### config.mk
export PLATFORM = sky130hd
export DESIGN_NAME = nmea_rmc_position_extractor
export DESIGN_NICKNAME = d
export VERILOG_FILES = /design/src/rtl/nrmc_pkg.sv /design/src/rtl/nrmc_parser.sv /design/src/rtl/nrmc_emitter.sv /design/src/rtl/nmea_rmc_position_extractor.sv
export SDC_FILE = /design/constraint.sdc
export NUM_CORES = 1
export LEC_CHECK = 0
export BUFFER_PORTS_ARGS = -buffer_cell sky130_fd_sc_hd__clkbuf_2
export CORE_MARGIN = 5
export CORE_UTILIZATION = 40
export DETAILED_ROUTE_END_ITERATION = 8
export GPL_TIMING_DRIVEN = 0
export HOLD_SLACK_MARGIN = 0.06
export PLACE_DENSITY_LB_ADDON = 0.05
export SETUP_SLACK_MARGIN = 0.15
export SLEW_MARGIN = 20
export SYNTH_ARGS = -nofsm -noshare
export SYNTH_HDL_FRONTEND = slang
export SYNTH_SLANG_ARGS = --single-unit
### constraint.sdc
create_clock -name clk -period 7.6 [get_ports clk]
set_clock_uncertainty 0.15 [all_clocks]
set_input_delay 0.38 -clock clk [delete_from_list [all_inputs] [get_ports clk]]
set_output_delay 0.38 -clock clk [all_outputs]
set_load 0.02 [all_outputs]
### src/rtl/nrmc_pkg.sv
package nrmc_pkg;

  // ascii codes seen by the parser
  localparam logic [7:0] CHAR_DOLLAR = 8'h24;
  localparam logic [7:0] CHAR_CR     = 8'h0D;
  localparam logic [7:0] CHAR_COMMA  = 8'h2C;
  localparam logic [7:0] CHAR_A      = 8'h41;
  localparam logic [7:0] CHAR_S      = 8'h53;
  localparam logic [7:0] CHAR_W      = 8'h57;

  // header progress codes
  localparam logic [2:0] HDR_LEN  = 3'd6;
  localparam logic [2:0] POS_FAIL = 3'd7;

  // field numbers inside an rmc sentence
  localparam logic [3:0] FIELD_HEADER = 4'd0;
  localparam logic [3:0] FIELD_STATUS = 4'd2;
  localparam logic [3:0] FIELD_LAT    = 4'd3;
  localparam logic [3:0] FIELD_NS     = 4'd4;
  localparam logic [3:0] FIELD_LON    = 4'd5;
  localparam logic [3:0] FIELD_EW     = 4'd6;
  localparam logic [3:0] FIELD_MAX    = 4'd15;

  // per-sentence flags handed from parser to emitter
  typedef struct packed {
    logic status_active;
    logic south;
    logic west;
  } sent_flags_t;

  // expected header text, one character per position
  function automatic logic [7:0] hdr_char(input logic [2:0] pos);
    logic [7:0] ch;
    case (pos)
      3'd0:    ch = 8'h24;  // $
      3'd1:    ch = 8'h47;  // G
      3'd2:    ch = 8'h50;  // P
      3'd3:    ch = 8'h52;  // R
      3'd4:    ch = 8'h4D;  // M
      3'd5:    ch = 8'h43;  // C
      default: ch = 8'h00;
    endcase
    return ch;
  endfunction

endpackage

### src/rtl/nrmc_parser.sv
module nrmc_parser
  import nrmc_pkg::*;
#(
  parameter int FIELD_CHARS = 14,
  localparam int LW = $clog2(FIELD_CHARS + 1),
  localparam int IW = $clog2(FIELD_CHARS)
) (
  input  logic                         clk,
  input  logic                         rst_n,
  input  logic                         byte_fire,
  input  logic [7:0]                   rx_byte,
  output logic                         emit_req,
  output sent_flags_t                  flags,
  output logic [LW-1:0]                lat_len,
  output logic [LW-1:0]                lon_len,
  output logic [FIELD_CHARS-1:0][7:0]  lat_text,
  output logic [FIELD_CHARS-1:0][7:0]  lon_text
);

  logic [2:0]    hmp_r, hmp_nxt;
  logic          in_sentence_r, in_sentence_nxt;
  logic          is_rmc_r, is_rmc_nxt;
  logic [3:0]    field_r, field_nxt;
  sent_flags_t   flags_r, flags_nxt;
  logic [LW-1:0] lat_len_r, lat_len_nxt;
  logic [LW-1:0] lon_len_r, lon_len_nxt;
  logic          lat_we, lon_we;
  logic          first;

  logic [FIELD_CHARS-1:0][7:0] lat_text_r;
  logic [FIELD_CHARS-1:0][7:0] lon_text_r;

  always_comb begin
    hmp_nxt         = hmp_r;
    in_sentence_nxt = in_sentence_r;
    is_rmc_nxt      = is_rmc_r;
    field_nxt       = field_r;
    flags_nxt       = flags_r;
    lat_len_nxt     = lat_len_r;
    lon_len_nxt     = lon_len_r;
    lat_we          = 1'b0;
    lon_we          = 1'b0;
    emit_req        = 1'b0;
    first           = (hmp_r == 3'd0);
    if (byte_fire) begin
      if (rx_byte == CHAR_DOLLAR) begin
        // a dollar always restarts, dropping any open sentence
        in_sentence_nxt = 1'b1;
        hmp_nxt         = 3'd1;
        is_rmc_nxt      = 1'b0;
        field_nxt       = FIELD_HEADER;
        flags_nxt       = '0;
        lat_len_nxt     = '0;
        lon_len_nxt     = '0;
      end else if (in_sentence_r) begin
        if (rx_byte == CHAR_CR) begin
          in_sentence_nxt = 1'b0;
          emit_req        = is_rmc_r;
        end else if (rx_byte == CHAR_COMMA) begin
          if (field_r == FIELD_HEADER) begin
            is_rmc_nxt = (hmp_r == HDR_LEN);
          end
          if (field_r != FIELD_MAX) begin
            field_nxt = field_r + 4'd1;
          end
          hmp_nxt = 3'd0;
        end else if (field_r == FIELD_HEADER) begin
          if (hmp_r < HDR_LEN && rx_byte == hdr_char(hmp_r)) begin
            hmp_nxt = hmp_r + 3'd1;
          end else begin
            hmp_nxt = POS_FAIL;
          end
        end else if (is_rmc_r) begin
          // hmp counts characters of the current field, saturating
          if (hmp_r != POS_FAIL) begin
            hmp_nxt = hmp_r + 3'd1;
          end
          case (field_r)
            FIELD_STATUS: flags_nxt.status_active = first && (rx_byte == CHAR_A);
            FIELD_LAT: begin
              if (flags_r.status_active && lat_len_r < LW'(FIELD_CHARS)) begin
                lat_we      = 1'b1;
                lat_len_nxt = lat_len_r + LW'(1);
              end
            end
            FIELD_NS: flags_nxt.south = first && (rx_byte == CHAR_S);
            FIELD_LON: begin
              if (flags_r.status_active && lon_len_r < LW'(FIELD_CHARS)) begin
                lon_we      = 1'b1;
                lon_len_nxt = lon_len_r + LW'(1);
              end
            end
            FIELD_EW: flags_nxt.west = first && (rx_byte == CHAR_W);
            default: ;
          endcase
        end
      end
    end
  end

  always_ff @(posedge clk) begin
    if (!rst_n) begin
      hmp_r         <= 3'd0;
      in_sentence_r <= 1'b0;
      is_rmc_r      <= 1'b0;
      field_r       <= FIELD_HEADER;
      flags_r       <= '0;
      lat_len_r     <= '0;
      lon_len_r     <= '0;
    end else begin
      hmp_r         <= hmp_nxt;
      in_sentence_r <= in_sentence_nxt;
      is_rmc_r      <= is_rmc_nxt;
      field_r       <= field_nxt;
      flags_r       <= flags_nxt;
      lat_len_r     <= lat_len_nxt;
      lon_len_r     <= lon_len_nxt;
    end
  end

  // text stores, written in order, only read up to the current length
  always_ff @(posedge clk) begin
    if (lat_we) begin
      lat_text_r[lat_len_r[IW-1:0]] <= rx_byte;
    end
    if (lon_we) begin
      lon_text_r[lon_len_r[IW-1:0]] <= rx_byte;
    end
  end

  assign flags    = flags_r;
  assign lat_len  = lat_len_r;
  assign lon_len  = lon_len_r;
  assign lat_text = lat_text_r;
  assign lon_text = lon_text_r;

`ifndef SYNTHESIS
  a_len_bound: assert property (@(posedge clk) disable iff (!rst_n)
    lat_len_r <= LW'(FIELD_CHARS) && lon_len_r <= LW'(FIELD_CHARS))
    else $error("coordinate length beyond capacity");

  a_no_text_outside_rmc: assert property (@(posedge clk) disable iff (!rst_n)
    !is_rmc_r |-> (lat_len_r == '0 && lon_len_r == '0))
    else $error("coordinate text captured in a non-rmc sentence");
`endif

endmodule

### src/rtl/nrmc_emitter.sv
module nrmc_emitter
  import nrmc_pkg::*;
#(
  parameter int FIELD_CHARS = 14,
  localparam int LW = $clog2(FIELD_CHARS + 1),
  localparam int IW = $clog2(FIELD_CHARS),
  localparam int TW = $clog2(2 * FIELD_CHARS + 1)
) (
  input  logic                         clk,
  input  logic                         rst_n,
  input  logic                         load,
  input  sent_flags_t                  flags,
  input  logic [LW-1:0]                lat_len,
  input  logic [LW-1:0]                lon_len,
  input  logic [FIELD_CHARS-1:0][7:0]  lat_text,
  input  logic [FIELD_CHARS-1:0][7:0]  lon_text,
  output logic                         busy,
  output logic                         out_valid,
  input  logic                         out_ready,
  output logic                         out_fix_valid,
  output logic                         out_coord_select,
  output logic                         out_negative,
  output logic [7:0]                   out_char_code,
  output logic                         out_last_char
);

  logic          busy_r, busy_nxt;
  logic [TW-1:0] idx_r, idx_nxt;
  logic [TW-1:0] total_r;
  logic [LW-1:0] lat_len_r;
  logic          special_r;
  sent_flags_t   flags_r;

  logic [FIELD_CHARS-1:0][7:0] snap_lat_r;
  logic [FIELD_CHARS-1:0][7:0] snap_lon_r;

  logic          out_valid_r, out_valid_nxt;
  logic          fix_r, sel_r, neg_r, last_r;
  logic [7:0]    char_r;

  logic          gen_fire, gen_last, in_lat;
  logic [TW-1:0] lon_idx;
  logic          gen_sel, gen_neg;
  logic [7:0]    gen_char;

  assign gen_fire = busy_r && (!out_valid_r || out_ready);
  assign in_lat   = idx_r < TW'(lat_len_r);
  assign lon_idx  = TW'(idx_r - TW'(lat_len_r));
  assign gen_last = special_r || (idx_r == TW'(total_r - TW'(1)));

  always_comb begin
    if (special_r) begin
      gen_sel  = 1'b0;
      gen_neg  = 1'b0;
      gen_char = 8'h00;
    end else if (in_lat) begin
      gen_sel  = 1'b0;
      gen_neg  = flags_r.south;
      gen_char = snap_lat_r[idx_r[IW-1:0]];
    end else begin
      gen_sel  = 1'b1;
      gen_neg  = flags_r.west;
      gen_char = snap_lon_r[lon_idx[IW-1:0]];
    end
  end

  always_comb begin
    busy_nxt = busy_r;
    idx_nxt  = idx_r;
    if (load) begin
      busy_nxt = 1'b1;
      idx_nxt  = '0;
    end else if (gen_fire) begin
      idx_nxt = idx_r + TW'(1);
      if (gen_last) begin
        busy_nxt = 1'b0;
      end
    end
    if (gen_fire) begin
      out_valid_nxt = 1'b1;
    end else if (out_ready) begin
      out_valid_nxt = 1'b0;
    end else begin
      out_valid_nxt = out_valid_r;
    end
  end

  always_ff @(posedge clk) begin
    if (!rst_n) begin
      busy_r      <= 1'b0;
      idx_r       <= '0;
      out_valid_r <= 1'b0;
    end else begin
      busy_r      <= busy_nxt;
      idx_r       <= idx_nxt;
      out_valid_r <= out_valid_nxt;
    end
  end

  // sentence snapshot, frees the parser for the next sentence
  always_ff @(posedge clk) begin
    if (load) begin
      snap_lat_r <= lat_text;
      snap_lon_r <= lon_text;
      lat_len_r  <= lat_len;
      total_r    <= TW'(lat_len) + TW'(lon_len);
      flags_r    <= flags;
      special_r  <= !flags.status_active || (lat_len == '0 && lon_len == '0);
    end
    if (gen_fire) begin
      fix_r  <= flags_r.status_active;
      sel_r  <= gen_sel;
      neg_r  <= gen_neg;
      char_r <= gen_char;
      last_r <= gen_last;
    end
  end

  assign busy             = busy_r;
  assign out_valid        = out_valid_r;
  assign out_fix_valid    = fix_r;
  assign out_coord_select = sel_r;
  assign out_negative     = neg_r;
  assign out_char_code    = char_r;
  assign out_last_char    = last_r;

`ifndef SYNTHESIS
  a_load_when_free: assert property (@(posedge clk) disable iff (!rst_n)
    load |-> !busy_r)
    else $error("sentence handed over while previous one still draining");

  a_idx_in_range: assert property (@(posedge clk) disable iff (!rst_n)
    busy_r && !special_r |-> idx_r < total_r)
    else $error("result index past end of captured text");

  a_done_after_last: assert property (@(posedge clk) disable iff (!rst_n)
    gen_fire && gen_last |=> !busy_r)
    else $error("emitter still busy after final result");
`endif

endmodule

### src/rtl/nmea_rmc_position_extractor.sv
// input channel: in_valid / in_ready / in_rx_byte, one received ascii
// character per transfer. '$' opens a sentence, ',' separates fields and a
// carriage return closes it. only $GPRMC sentences give results.
//
// result channel: out_valid / out_ready plus one port per field. a sentence
// with an active fix gives its latitude characters, then its longitude
// characters, with out_last_char on the final one. an inactive fix gives one
// result with out_fix_valid low.
//
// throughput: one byte per cycle while in_ready is high. the parser updates
// its state at each accepted byte; a closing carriage return copies the
// captured text into the emitter, which drains one result per cycle from
// its output register while out_ready is high. the carriage return's
// transfer loads the snapshot, then the output register takes each result.
// stalls: while the emitter still drains a sentence, a further carriage
// return waits (in_ready low for it); every other byte keeps flowing. a
// stalled receiver holds the output register and the drain pauses.
// reset: rst_n is synchronous; the block comes up outside any sentence with
// no result pending.
module nmea_rmc_position_extractor
  import nrmc_pkg::*;
#(
  parameter int FIELD_CHARS = 14
) (
  input  logic       clk,
  input  logic       rst_n,
  input  logic       in_valid,
  output logic       in_ready,
  input  logic [7:0] in_rx_byte,
  output logic       out_valid,
  input  logic       out_ready,
  output logic       out_fix_valid,
  output logic       out_coord_select,
  output logic       out_negative,
  output logic [7:0] out_char_code,
  output logic       out_last_char
);

  localparam int LW = $clog2(FIELD_CHARS + 1);

  logic                         byte_fire;
  logic                         emit_req;
  logic                         emit_busy;
  sent_flags_t                  flags;
  logic [LW-1:0]                lat_len;
  logic [LW-1:0]                lon_len;
  logic [FIELD_CHARS-1:0][7:0]  lat_text;
  logic [FIELD_CHARS-1:0][7:0]  lon_text;

  // only a sentence end has to wait for the emitter's snapshot to be free
  assign in_ready  = !emit_busy || (in_rx_byte != CHAR_CR);
  assign byte_fire = in_valid && in_ready;

  // per-byte sentence state and text capture
  nrmc_parser #(
    .FIELD_CHARS(FIELD_CHARS)
  ) u_parser (
    .clk      (clk),
    .rst_n    (rst_n),
    .byte_fire(byte_fire),
    .rx_byte  (in_rx_byte),
    .emit_req (emit_req),
    .flags    (flags),
    .lat_len  (lat_len),
    .lon_len  (lon_len),
    .lat_text (lat_text),
    .lon_text (lon_text)
  );

  // snapshot of a finished sentence, drained one result per transfer
  nrmc_emitter #(
    .FIELD_CHARS(FIELD_CHARS)
  ) u_emitter (
    .clk             (clk),
    .rst_n           (rst_n),
    .load            (emit_req),
    .flags           (flags),
    .lat_len         (lat_len),
    .lon_len         (lon_len),
    .lat_text        (lat_text),
    .lon_text        (lon_text),
    .busy            (emit_busy),
    .out_valid       (out_valid),
    .out_ready       (out_ready),
    .out_fix_valid   (out_fix_valid),
    .out_coord_select(out_coord_select),
    .out_negative    (out_negative),
    .out_char_code   (out_char_code),
    .out_last_char   (out_last_char)
  );

endmodule
# After elaboration in Yosys (flattened, before gate mapping)
# Cells that the tools add are included.
[classes] addsub=8 magnitude_cmp=10 n_eq_ne=25 muxes=93 bitwise=1 reduce_logical=49
[ops] operator="112-bit bitwise mux" n=2
[ops] operator="8-bit two-way mux" n=11
[ops] operator="4-bit two-way mux" n=21
[ops] operator="8-bit binary-select mux with 4-bit select" n=2
[ops] operator="8-bit demux with 4-bit select" n=2
[ops] operator="3-bit two-way mux" n=14
[ops] operator="7-bit one-hot mux with 6 select lines" n=1
[ops] operator="1-bit two-way mux" n=40
[ops] operator="2-bit nonzero test" n=15
[ops] operator="8-bit by 7-bit == test with 1-bit output (second input constant)" n=3
[ops] operator="7-bit AND reduction" n=3
[ops] operator="4-bit by 5-bit < comparator with 1-bit output (second input constant)" n=4
[ops] operator="8-bit by 6-bit == test with 1-bit output (second input constant)" n=2
[ops] operator="8-bit AND reduction" n=2
[ops] operator="5-bit AND reduction" n=3
[ops] operator="4-bit by 1-bit adder with 4-bit output (second input constant)" n=3
[ops] operator="4-bit by 3-bit == test with 1-bit output (second input constant)" n=3
[ops] operator="4-bit logical NOT" n=3
[ops] operator="1-bit logical AND" n=11
[ops] operator="3-bit == test (second input constant)" n=3
[ops] operator="4-bit by 2-bit == test with 1-bit output (second input constant)" n=2
[ops] operator="8-bit by 4-bit == test with 1-bit output (second input constant)" n=1
[ops] operator="8-bit == test" n=1
[ops] operator="4-bit by 1-bit >= comparator with 1-bit output (second input constant)" n=2
[ops] operator="22 further kinds" n=32
[totals] ff_bits=500 wordCells=265

# Logic depth before layout (Yosys ltp)
[logic_depth] ltp_word=16 depth_mapped=13

# Cells and area by module
# Synthesis repeated with hierarchy kept, for this count alone.
[unflattened] cells_unflattened=978 area_unflattened_um2=18893.1
[by_module_without_submodules] module="nrmc_emitter" instances=1 cells_per_inst=504 area_per_inst_um2=10151.0 seq_area_each_um2=7617.3
[by_module_without_submodules] module="nrmc_parser" instances=1 cells_per_inst=468 area_per_inst_um2=8700.8 seq_area_each_um2=7126.8
[by_module_without_submodules] module="nmea_rmc_position_extractor" instances=1 cells_per_inst=6 area_per_inst_um2=41.3 seq_area_each_um2=0.0

# Least setup slack after synthesis
# No wires, ideal clock.
[synth_timing] kind="input -> register" from="input port in_rx_byte[4]" to="register u_emitter.busy_r (netlist: u_emitter.busy)" setup_time_ns=0.093 arrival_time_ns=6.634 required_time_ns=7.357 path_slack_ns=0.723 path_stages=7 path_cell_list="or4b_1 -> buf_2 -> nor3_1 -> nand4_1 -> inv_1 -> o21ai_0 -> a31oi_1"
[synth_between] elab_chain_cells=7 elab_cells_between_ends=13 cone_classes="eq/ne (3); mux (5); reduce/logical (5)"
[synth_lines] item="start: declaration" line="nmea_rmc_position_extractor.sv:29" rtl="input logic [7:0] in_rx_byte,"
[synth_lines] item="8-bit by 4-bit == test with 1-bit output" line="nrmc_parser.sv:56" rtl="if (rx_byte == CHAR_CR) begin"
[synth_lines] item="1-bit two-way mux" line="nrmc_parser.sv:56"
[synth_lines] item="1-bit two-way mux" line="nrmc_parser.sv:55" rtl="end else if (in_sentence_r) begin"
[synth_lines] item="1-bit two-way mux" line="nrmc_parser.sv:46" rtl="if (rx_byte == CHAR_DOLLAR) begin"
[synth_lines] item="1-bit two-way mux *" line="nrmc_parser.sv:45" rtl="if (byte_fire) begin"
[synth_lines] item="named net emit_req" line="nmea_rmc_position_extractor.sv:42" rtl="logic emit_req;"
[synth_lines] item="2-bit nonzero test (no source line)"
[synth_lines] item="2-bit AND reduction (no source line)"
[synth_lines] item="end signal: assignment" line="nrmc_emitter.sv:94" rtl="busy_r <= busy_nxt;"
[synth_lines] item="end: declaration" line="nrmc_emitter.sv:27" rtl="logic busy_r, busy_nxt;"
# Mark *: on every way through the listed nets, which the timed path passes. The rest lies on a longest branch.
# A chain may end at the register's enable or synchronous reset.

# Worst setup path after layout
[layout_timing] from="register u_emitter.idx_r[0]" to="register u_emitter.char_r[3] (netlist: u_emitter.out_char_code[3]), data pin"
[layout_between] elab_chain_cells=4 elab_cells_between_ends=7 cone_classes="add/sub (1); order compare (1); mux (5)"
[layout_lines] item="start: declaration" line="nrmc_emitter.sv:28" rtl="logic [TW-1:0] idx_r, idx_nxt;"
[layout_lines] item="start signal: assignment" line="nrmc_emitter.sv:95" rtl="idx_r <= idx_nxt;"
[layout_lines] item="4-bit subtractor" line="nrmc_emitter.sv:48" rtl="assign lon_idx = TW'(idx_r - TW'(lat_len_r));"
[layout_lines] item="8-bit binary-select mux with 4-bit select" line="nrmc_emitter.sv:63" rtl="gen_char = snap_lon_r[lon_idx[IW-1:0]];"
[layout_lines] item="8-bit two-way mux (implied by the code)" line="nrmc_emitter.sv:63"
[layout_lines] item="8-bit two-way mux *" line="nrmc_emitter.sv:56" rtl="end else if (in_lat) begin"
[layout_lines] item="end signal: assignment" line="nrmc_emitter.sv:114" rtl="char_r <= gen_char;"
[layout_lines] item="end: declaration" line="nrmc_emitter.sv:39" rtl="logic [7:0] char_r;"
# Mark *: on every way between the ends. The rest lies on a longest branch, timed or not. The select of a mux whose other input is x is not followed.

==> run_results.csv <==
group,metric,value,unit
global_route,largest_net_degree_at_the_start_of_global_routing,102,
routing,drt_iter0_markers,683,
worst_setup_path,cp-endpoint,"u_emitter.out_char_code[3]",
place,finalWeightedCongestion,0.757,
clock_tree,worst_setup_hold_path_clk_slew,60,ps
sta,max-slew-margin-rel,31.5,%
clock_tree,worst_skew_pair.late_latency,580,ps
worst_setup_path,critPathLaunchType,"flip-flop",
clock_tree,cts_max_path_buffers,3,
global_route,track_usage,15.5,%
logic_synthesis,synth-seq-cells,500,
global_route,grt_pass1_vias,9070,
logic_synthesis,mappedNetlistArea,18600,µm²
min_path,holdCritStartpoint,"u_parser.lat_text[57]",
cells_and_area,layout-area-overhead-vs-synth,14.3,%
sta,rsz_0062_raised_after_global_routing,"no",
logic_synthesis,synth.lib_cells_used.distinct,56,
cells_and_area,layout_commonest_cell,"edfxtp_1",
clock_tree,cts-htree-levels,2,
clock_tree,clock-sinks,500,
clock_tree,tritoncts,"done",
clock_tree,cts.hold.buffers_added,4,
worst_setup_path,worst-endpoint-required,7740,ps
clock_tree,cts-root-buf,"clkbuf_16",
clock_tree,cts_setup_buffers,0,
pwr,clkPwrFrac,43.7,%
pwr,sequentialPowerShare,55.4,%
floorplanning,die_w,226,µm
place,buffer_ports.inserted,25,
worst_setup_path,critical_path.max_fanout,10,
min_path,whs_path_depth,0,
logic_synthesis,synth-edff-count,473,
routing,total_wire_length_after_detailed_routing,38600,µm
cells_and_area,most-common-layout-cells,"473 x edfxtp_1, 55 x clkbuf_16, 48 x mux4_2, 44 x nor2_1, 38 x mux2i_1",
pwr,netSwitchingFraction,19.4,%
worst_setup_path,timing_worst_setup_path_type,"flip-flop to flip-flop",
sta,timing.final.setup_violations,0,
floorplanning,number_of_placed_i_o_pins,26,
worst_setup_path,worstRegToRegCells,13,
routing,drt_first_pass_iters,4,
floorplanning,floorplan.die.height,226,µm
pwr,leakage,6.86,nW
pwr,p_int,4.35,mW
routing,routed_via_density,5.13,
logic_synthesis,mappedNetlistNets,1012,
global_route,grt_pass1_wl,58100,µm
routing,num_vias,8766,
routing,avgRoutedWirePerCell,22.6,µm
place,hpwlAfterDp,23600,µm
logic_synthesis,seq_area_frac_synth,79.3,%
logic_synthesis,synth_warn,0,
run_status,run_status,"finished clean",
place,placement.setup.worst_slack,1480,ps
cells_and_area,antennaDiodeCount,0,
sta,finalHoldViolations,0,
worst_setup_path,worstPathArrival,6060,ps
floorplanning,dieArea,50900,µm²
global_route,initial_antenna_violation_count,0,
sta,fmax,169,MHz
pwr,combinationalPowerShare,0.9,%
pwr,powerDensity,254,nW/µm²
cells_and_area,final_net_count,1104,
floorplanning,core_ar,46300,µm²
floorplanning,std_cell_rows,79,
worst_setup_path,critical_path.reg2reg.startpoint,"u_emitter.idx_r[0]",
logic_synthesis,post_synth_inst_count,970,
sta,postLayoutSetupSlackWorst,1680,ps
floorplanning,effective_utilization_at_floorplan,40.2,%
logic_synthesis,syn-mean-instance-area,19.2,µm²
clock_tree,cts_inserted_buffers,53,
routing,route.detailed.drc,0,
global_route,grt.overflow.total,0,
routing,final_antenna_net_count,0,
sta,worst_pin_slew,1020,ps
pwr,p_switching,1.05,mW
sta,finalMaxSlewViolations,0,
pwr,power.total,5.40,mW
logic_synthesis,proportion_of_register_bits_with_asynchronous_set_or_reset_after_synthesis,0,%
worst_setup_path,crit_path_end_kind,"flip-flop",
min_path,worst_hold_path_type,"flip-flop to flip-flop",
worst_setup_path,crit-reg2reg-capture,"u_emitter.out_char_code[3]",
run,max_cap_violations,0,
sta,post-route-period-util,78.0,%
cells_and_area,fillerInstances,3995,
sta,period_minus_slack,5920,ps
clock_tree,cts-resized-gates,0,
cells_and_area,post_route_cells_drive_above_1_share,16.0,%
worst_setup_path,worst-r2r-setup-slack,1680,ps
worst_setup_path,critPathLaunch,"u_emitter.idx_r[0]",
pwr,vdd_ir_drop_max,0.000150,V
logic_synthesis,synth_ff_type,"edfxtp_1",
## flip-flops by register name, indices dropped and copies added (netlist names), 3 cells and up
| name | count |
|---|---|
| u_parser.lat_len | 4 |
| u_emitter.total_r | 5 |
| u_emitter.idx_r | 5 |
| u_parser.lat_text | 112 |
| u_emitter.snap_lon_r | 112 |
| u_parser.lon_len | 4 |
| u_parser.field_r | 4 |
| u_emitter.snap_lat_r | 112 |
| u_emitter.lat_len_r | 4 |
| u_parser.lon_text | 112 |
| u_parser.hmp_r | 3 |
| u_emitter.out_char_code | 8 |
| u_emitter.flags_r | 3 |
| u_parser.flags | 3 |
## cells in the mapped netlist, types with 10 or more instances
master,count,area (µm²)
mux4_2,48,1080
inv_1,37,139
dfxtp_1,27,541
nand2b_1,13,81.3
nand2_1,22,82.6
xor2_1,10,87.6
nor3_1,16,80.1
o22ai_1,16,100
edfxtp_1,473,14200
nor2_1,45,169
mux2i_1,38,380
a21oi_1,32,160
ha_1,28,350
clkbuf_1,24,90.1
nand3_1,13,65.1
## metrics by stage
step,utilization (%),std cells,cell area [µm²],hold slack (ps),setup TNS [ps]
finish,45.9,1710,21300,262,0
global route,45.9,1710,21300,267,0
CTS,45.9,1710,21200,263,0
detailed placement,42.4,1610,19600,255,0
global placement,42.1,1602,19500,250,-606970
floorplan,-,970,18600,250,0
## how the worst min path moves through the flow
| stage | slack [ps] | end |
|---|---|---|
| floorplan | 250 | u_emitter.out_fix_valid |
| global placement | 250 | u_emitter.snap_lat_r[46] |
| detailed placement | 250 | u_emitter.out_fix_valid |
| CTS | 260 | u_emitter.snap_lat_r[91] |
| global route | 270 | u_emitter.snap_lat_r[91] |
| finish | 260 | u_emitter.snap_lat_r[57] |
## cell type report
type	instances	area (µm²)	area share (%)
Clock inverter	28	159	0.748
Buffer	37	150	0.707
Timing Repair Buffer	37	265	1.25
Inverter	37	146	0.689
Clock buffer	68	1430	6.71
Tap cell	607	759	3.57
Sequential cell	500	14700	69.4
Multi-Input combinational cell	396	3600	16.9
## power by group through the flow
stage	clock network (mW)	registers, mW	logic, mW
after detailed placement	0	3.05	0.0476
final	2.36	2.99	0.0468
after global routing	2.55	2.99	0.0518
after global placement	0	3.05	0.0469
after CTS	2.44	2.99	0.0488
after floorplan	0	3.05	0.0115
## worst max-delay path, stage by stage (launching register included)
cell	delay [ps]
dfxtp_1	350
clkbuf_1	590
buf_2	530
buf_2	430
inv_1	80
ha_1	220
fa_1	530
buf_1	470
clkbuf_1	660
mux4_2	450
mux2i_1	350
a21oi_1	80
a311oi_1	470
o22ai_1	210
## cells by family (layout without fill, tap and decap cells)
family          count (synthesis)  after routing  synth area share (%)
fa+ha+maj                      30             30                  2.10
xor+xnor                       17             17                 0.801
simple gates                  166            166                  4.77
mux                            86             86                  7.86
compound gates                 97             97                  3.60
buf+inv                        74            207                  1.55
flops                         500            500                  79.3
## metal layers
metal | routed length [µm] | GRT usage, %
met1 | 18100 | 22.6
met2 | 18000 | 24.2
met3 | 1680 | 3.20
met4 | 809 | 4.12
met5 | 0 | 0
No activity file was read; power rests on OpenSTA's default activity.
